$ cat src/design/sdfg_pkg.sv
package sdfg_pkg;

    localparam int MAX_USED_FEATURES = 32;
    localparam int ID_BITS           = 24;

    localparam int OPCODE_W      = 2;
    localparam int FEATURE_ID_W  = 24;
    localparam int VALUE_W       = 64;
    localparam int POSITION_W    = 6;

    localparam int ID_W   = (ID_BITS < FEATURE_ID_W) ? ID_BITS : FEATURE_ID_W;
    localparam int CNT_W  = $clog2(MAX_USED_FEATURES + 1);
    localparam int IDX_W  = (MAX_USED_FEATURES > 1) ? $clog2(MAX_USED_FEATURES) : 1;

    typedef enum logic [OPCODE_W-1:0] {
        OP_LOAD  = 2'd0,
        OP_ELEM  = 2'd1,
        OP_END   = 2'd2,
        OP_CLEAR = 2'd3
    } opcode_t;

    typedef struct packed {
        opcode_t                   opcode;
        logic [FEATURE_ID_W-1:0]   feature_id;
        logic [VALUE_W-1:0]        feature_value;
    } in_word_t;

    typedef struct packed {
        logic [VALUE_W-1:0]        dense_value;
        logic [POSITION_W-1:0]     dense_position;
        logic                      run_last;
        logic                      instance_last;
    } out_word_t;

endpackage

$ cat src/design/sparse_to_dense_feature_gather.sv
// Timing: the table is read at acceptance, and the first dense word of a run goes to the
// pending register in ST_EMIT and shows on m_valid when the next slot is emitted or in ST_FLUSH;
// one table entry is compared per cycle while the output is not stalled. A load or clear word
// is taken with s_ready staying high, as is an element or end word when the cursor has no slot
// left; otherwise s_ready stays low until the run has been flushed, and output stalls hold it.
// Reset: aresetn is synchronous, active low; it clears the table count, the cursor and
// the handshake state. The id table itself is not cleared.
module sparse_to_dense_feature_gather (
    input  logic                 aclk,
    input  logic                 aresetn,
    input  logic                 s_valid,
    output logic                 s_ready,
    input  sdfg_pkg::in_word_t   s_data,
    output logic                 m_valid,
    input  logic                 m_ready,
    output sdfg_pkg::out_word_t  m_data
);

    typedef enum logic [2:0] {
        ST_IDLE  = 3'b001,
        ST_EMIT  = 3'b010,
        ST_FLUSH = 3'b100
    } state_t;

    logic [sdfg_pkg::ID_W-1:0] used_id_table [sdfg_pkg::MAX_USED_FEATURES];

    state_t                         state_reg, state_next;
    logic [sdfg_pkg::CNT_W-1:0]     count_reg, count_next;
    logic [sdfg_pkg::CNT_W-1:0]     cursor_reg, cursor_next;
    sdfg_pkg::opcode_t              op_reg, op_next;
    logic [sdfg_pkg::ID_W-1:0]      id_reg, id_next;
    logic [sdfg_pkg::VALUE_W-1:0]   value_reg, value_next;
    logic [sdfg_pkg::ID_W-1:0]      rd_data_reg;
    logic                           pend_valid_reg, pend_valid_next;
    sdfg_pkg::out_word_t            pend_reg, pend_next;
    logic                           m_valid_reg, m_valid_next;
    sdfg_pkg::out_word_t            m_word_reg, m_word_next;

    logic                           accept;
    logic                           wr_en;
    logic                           can_push;
    logic                           id_gt;
    logic                           id_eq;
    logic                           do_emit;
    logic                           last_slot;
    logic                           run_done;
    logic [sdfg_pkg::CNT_W-1:0]     cursor_inc;

    assign s_ready  = (state_reg == ST_IDLE);
    assign accept   = s_valid && s_ready;
    assign can_push = !m_valid_reg || m_ready;

    assign cursor_inc = sdfg_pkg::CNT_W'(cursor_reg + sdfg_pkg::CNT_W'(1));
    assign last_slot  = (cursor_inc == count_reg);
    assign id_gt      = (id_reg > rd_data_reg);
    assign id_eq      = (id_reg == rd_data_reg);
    assign do_emit    = (op_reg == sdfg_pkg::OP_END) || id_gt || id_eq;
    assign run_done   = !do_emit || ((op_reg == sdfg_pkg::OP_ELEM) && id_eq) || last_slot;

    assign wr_en = accept && (s_data.opcode == sdfg_pkg::OP_LOAD)
                   && (count_reg < sdfg_pkg::CNT_W'(sdfg_pkg::MAX_USED_FEATURES));

    always_comb begin
        state_next      = state_reg;
        count_next      = count_reg;
        cursor_next     = cursor_reg;
        op_next         = op_reg;
        id_next         = id_reg;
        value_next      = value_reg;
        pend_valid_next = pend_valid_reg;
        pend_next       = pend_reg;
        m_valid_next    = m_valid_reg && !m_ready;
        m_word_next     = m_word_reg;

        case (state_reg)
            ST_IDLE: begin
                if (accept) begin
                    op_next    = s_data.opcode;
                    id_next    = s_data.feature_id[sdfg_pkg::ID_W-1:0];
                    value_next = s_data.feature_value;
                    case (s_data.opcode)
                        sdfg_pkg::OP_LOAD: begin
                            if (wr_en) begin
                                count_next = sdfg_pkg::CNT_W'(count_reg + sdfg_pkg::CNT_W'(1));
                            end
                        end
                        sdfg_pkg::OP_ELEM, sdfg_pkg::OP_END: begin
                            if (cursor_reg < count_reg) begin
                                state_next = ST_EMIT;
                            end else if (s_data.opcode == sdfg_pkg::OP_END) begin
                                cursor_next = '0;
                            end
                        end
                        default: begin
                            count_next  = '0;
                            cursor_next = '0;
                        end
                    endcase
                end
            end
            ST_EMIT: begin
                if (can_push) begin
                    if (do_emit) begin
                        if (pend_valid_reg) begin
                            m_valid_next = 1'b1;
                            m_word_next  = pend_reg;
                        end
                        pend_valid_next          = 1'b1;
                        pend_next.dense_value    = (op_reg == sdfg_pkg::OP_ELEM && id_eq)
                                                   ? value_reg : '0;
                        pend_next.dense_position = sdfg_pkg::POSITION_W'(cursor_reg);
                        pend_next.run_last       = 1'b0;
                        pend_next.instance_last  = last_slot;
                        cursor_next              = cursor_inc;
                    end
                    if (run_done) begin
                        state_next = ST_FLUSH;
                    end
                end
            end
            ST_FLUSH: begin
                if (!pend_valid_reg || can_push) begin
                    if (pend_valid_reg) begin
                        m_valid_next         = 1'b1;
                        m_word_next          = pend_reg;
                        m_word_next.run_last = 1'b1;
                    end
                    pend_valid_next = 1'b0;
                    state_next      = ST_IDLE;
                    if (op_reg == sdfg_pkg::OP_END) begin
                        cursor_next = '0;
                    end
                end
            end
            default: begin
                state_next = ST_IDLE;
            end
        endcase
    end

    always_ff @(posedge aclk) begin
        if (wr_en) begin
            used_id_table[count_reg[sdfg_pkg::IDX_W-1:0]] <= s_data.feature_id[sdfg_pkg::ID_W-1:0];
        end
        rd_data_reg <= used_id_table[cursor_next[sdfg_pkg::IDX_W-1:0]];
    end

    always_ff @(posedge aclk) begin
        if (!aresetn) begin
            state_reg      <= ST_IDLE;
            count_reg      <= '0;
            cursor_reg     <= '0;
            pend_valid_reg <= 1'b0;
            m_valid_reg    <= 1'b0;
        end else begin
            state_reg      <= state_next;
            count_reg      <= count_next;
            cursor_reg     <= cursor_next;
            pend_valid_reg <= pend_valid_next;
            m_valid_reg    <= m_valid_next;
        end
    end

    always_ff @(posedge aclk) begin
        op_reg     <= op_next;
        id_reg     <= id_next;
        value_reg  <= value_next;
        pend_reg   <= pend_next;
        m_word_reg <= m_word_next;
    end

    assign m_valid = m_valid_reg;
    assign m_data  = m_word_reg;

endmodule

$ cat config.mk
export PLATFORM = sky130hd
export DESIGN_NAME = sparse_to_dense_feature_gather
export DESIGN_NICKNAME = d
export VERILOG_FILES = /design/src/design/sdfg_pkg.sv /design/src/design/sparse_to_dense_feature_gather.sv
export SDC_FILE = /design/constraint.sdc
export NUM_CORES = 1
export LEC_CHECK = 0
export ABC_AREA = 1
export BUFFER_PORTS_ARGS = -buffer_cell sky130_fd_sc_hd__buf_4
export CAP_MARGIN = 20
export CORE_MARGIN = 2
export CORE_UTILIZATION = 50
export CTS_BUF_LIST = sky130_fd_sc_hd__clkbuf_4 sky130_fd_sc_hd__clkbuf_8
export DETAILED_ROUTE_END_ITERATION = 12
export PLACE_DENSITY = 0.67
export REMOVE_ABC_BUFFERS = 1
export SLEW_MARGIN = 30
export SYNTH_ARGS = -nofsm -noshare
export SYNTH_HDL_FRONTEND = slang
export SYNTH_SLANG_ARGS = --single-unit
$ cat constraint.sdc
create_clock -name aclk -period 21 [get_ports aclk]
set_input_delay 1.05 -clock aclk [delete_from_list [all_inputs] [get_ports aclk]]
set_output_delay 1.05 -clock aclk [all_outputs]
set_load 0.02 [all_outputs]
==> results.yml <==
critical_path:
  end_kind: "flop"
  worstPathRequired_ps: 21690
  r2r_setup_slack_ps: 16040
  timing.rr.start: "rd_data_reg[21]"
  startpoint_type: "flop"
  critPathKind: "flop to flop"
  cp.arrival_ps: 5650
  cp_max_fo: 138
  rr_worst_depth: 19
  rr_endpoint: "rd_data_reg[16]"
pwr:
  swShare_pct: 24.4
  comb_power_share_pct: 9.0
  netSwitchingPower_mw: 1.09
  intPower_mw: 3.38
  p_seq_share_pct: 52.9
  clkPwrFrac_pct: 38.1
  ir_worst_vdd_mv: 0.0661
  p_per_area_mw_per_mm2: 89.8
  leakage_nw: 19.9
timing:
  rsz0062_at_grt: "false"
  final.setup_skew_ps: 32.1
  max_slew.worst_pin.slew_ps: 968
  tns_ps: 0
  slew_headroom_pct: 35.4
  fin_crit_sh_pct: 23.6
  slew_viol_final: 0
  fmax_mhz: 201
  finalHoldViolCount: 0
  setup_ws_ps: 16040
  setup_viol: 0
  fin_crit_ps: 4960
place:
  gp_congestion: 0.797
  dp_hpwl_mm: 56.3
  port_buffers: 167
  place_worst_setup_slack_ps: 15610
cells_and_area:
  synthToLayoutAreaGrowth_pct: 13.3
  drive_above_1_share_pct: 13.6
  mostFrequentLayoutCells: "edfxtp_1 (1001), nand3_1 (832), inv_1 (656)"
  largest_reg_flops: 768
  nets: 4124
  final_common_cell: "edfxtp_1"
synth:
  syn_area_per_cell_um2: 11.6
  synth-seq-cells: 1042
  synth_area_leaders: "edfxtp_1 (68%), nand3_1 (9.5%), inv_1 (5.6%)"
  yosysUniqueCellTypes: 39
  yosysWarnings: 0
  yosysTopAreaCell: "edfxtp_1"
  yosys.area.top_type_share_pct: 68.3
  synth_seq_area_share_pct: 70.2
  synth.cell_area_mm2: 0.0440
  syn_inst: 3807
floorplan:
  die_area_mm2: 0.0904
  die_x_um: 301
  coreArea_mm2: 0.0870
  ios: 168
  dieHeight_um: 301
  start_util_pct: 50.6
  num_rows: 108
cts:
  clkTransAtPathRegs_ps: 60
  ctsLongestPathBuffers: 3
  cts_setup_buffers: 0
  cts.sink_count: 1042
  cts_hold_buf: 0
  htree_levels: 4
  cts_tree: "built"
  insertion_delay_ps: 810
  cts_resized: 0
  cts_made_buffers: 164
  ctsRootBufferMaster: "clkbuf_8"
worst_hold_path:
  hold_class: "flop to flop"
  min-delay-start: "pend_reg[46]"
  hold_end: "m_data[46]"
  hold_depth: 0
route:
  wl_mm: 111
  first_pass_iters: 5
  drtAntennaViolNets: 0
  drtIter0Drc: 3129
  vias: 28700
  drc: 0
  wl_per_cell_um: 21.0
  viasPerCell: 5.43
global_routing:
  grt_pass1_vias: 27200
  grt_pass1_wl_mm: 165
  antenna_found_initial: 3
  grt_max_degree: 139
  overflow: 0
  grt_usage_pct: 24.4
run_status:
  run_status: "complete, no violations"
job:
  maxCapViolCount: 0
-- per-layer routing --
layer / GRT usage, % / vias up / wire length, µm
met3: 4.68 / 197 / 10200
met1: 33.7 / 13800 / 45500
met4: 9.51 / 0 / 3250
met2: 38.3 / 1358 / 51700
met5: 0 / - / 0
li1: - / 13300 / -
-- kinds of logic (layout without fill, tap and decap cells) --
| kind of cell | after synthesis | count (layout) | synth area share (%) |
|---|---|---|---|
| AO/OA/AOI/OAI | 33 | 33 | 0.486 |
| XOR/XNOR | 7 | 7 | 0.139 |
| adder cells (fa/ha/maj) | 38 | 38 | 1.08 |
| buffers and inverters | 886 | 1197 | 8.04 |
| flip-flops | 1042 | 1042 | 70.2 |
| other | 0 | 3 | 0 |
| AND/OR/NAND/NOR | 1801 | 1801 | 20.1 |
-- worst max-delay path: stages (launching register included) --
cell	delay [ps]
dfxtp_1	410
inv_1	70
ha_1	290
a21oi_1	280
nor2_1	80
nor2_1	90
nand2_1	110
nor2_4	160
nand4_2	160
nand3_4	170
nand2_8	450
nand2_8	910
buf_4	880
nand2_1	150
nand3_1	130
nand3_1	120
nand3_1	110
nand2_1	70
nand2_1	90
nand2_1	60
-- worst max-delay path by stage --
stage | startpoint | end | cells past startpoint
global placement | s_data[88] | rd_data_reg[14] | 21
global route | rd_data_reg[15] | rd_data_reg[16] | 22
CTS | rd_data_reg[15] | rd_data_reg[13] | 20
finish | rd_data_reg[21] | rd_data_reg[16] | 19
detailed placement | s_data[88] | rd_data_reg[14] | 21
floorplan | id_reg[23] | rd_data_reg[0] | 18
-- cell type report --
type,instances,area [µm²]
clock inverters,70,505
repair buffers,228,1840
clock buffers,222,2740
flip-flops and latches,1042,30900
well taps,1155,1450
multi-input cells,1879,9880
inverters,677,2540
fillers,7108,37200
diodes,3,7.51
-- stage by stage --
stage | cells | instance area (µm²) | power [mW] | util [%] | hold slack, ps
final | 5276 | 49800 | 4.48 | 57.3 | 413
after global routing | 5276 | 49800 | 4.65 | 57.3 | 356
after CTS | 5271 | 49800 | 4.50 | 57.2 | 341
after detailed placement | 4979 | 46500 | 2.81 | 53.5 | 405
after global placement | 4976 | 46400 | 2.80 | 53.4 | 400
after floorplan | 3598 | 43000 | 2.69 | - | 400
-- Yosys cell counts (all sizes together) --
master / instances
dfxtp: 41
o21bai: 1
nor4: 2
nand3b: 241
a21o: 2
nor3b: 1
o21ai: 10
edfxtp: 1001
nand4: 6
a22oi: 1
o22ai: 2
a21oi: 16
inv: 675
clkbuf: 59
ha: 38
xor2: 6
clkinv: 2
buf: 150
a221oi: 1
nor2: 132
nor3: 6
nand3: 835
nand2: 578
xnor2: 1
-- power groups by stage --
stage / registers, mW / clock network, mW / logic (mW)
2_1_floorplan: 2.41 / 0 / 0.275
5_1_grt: 2.37 / 1.82 / 0.453
6_report: 2.37 / 1.70 / 0.403
3_3_place_gp: 2.41 / 0 / 0.392
3_5_place_dp: 2.41 / 0 / 0.401
4_1_cts: 2.37 / 1.73 / 0.403
(Power assumes the default switching activity.)
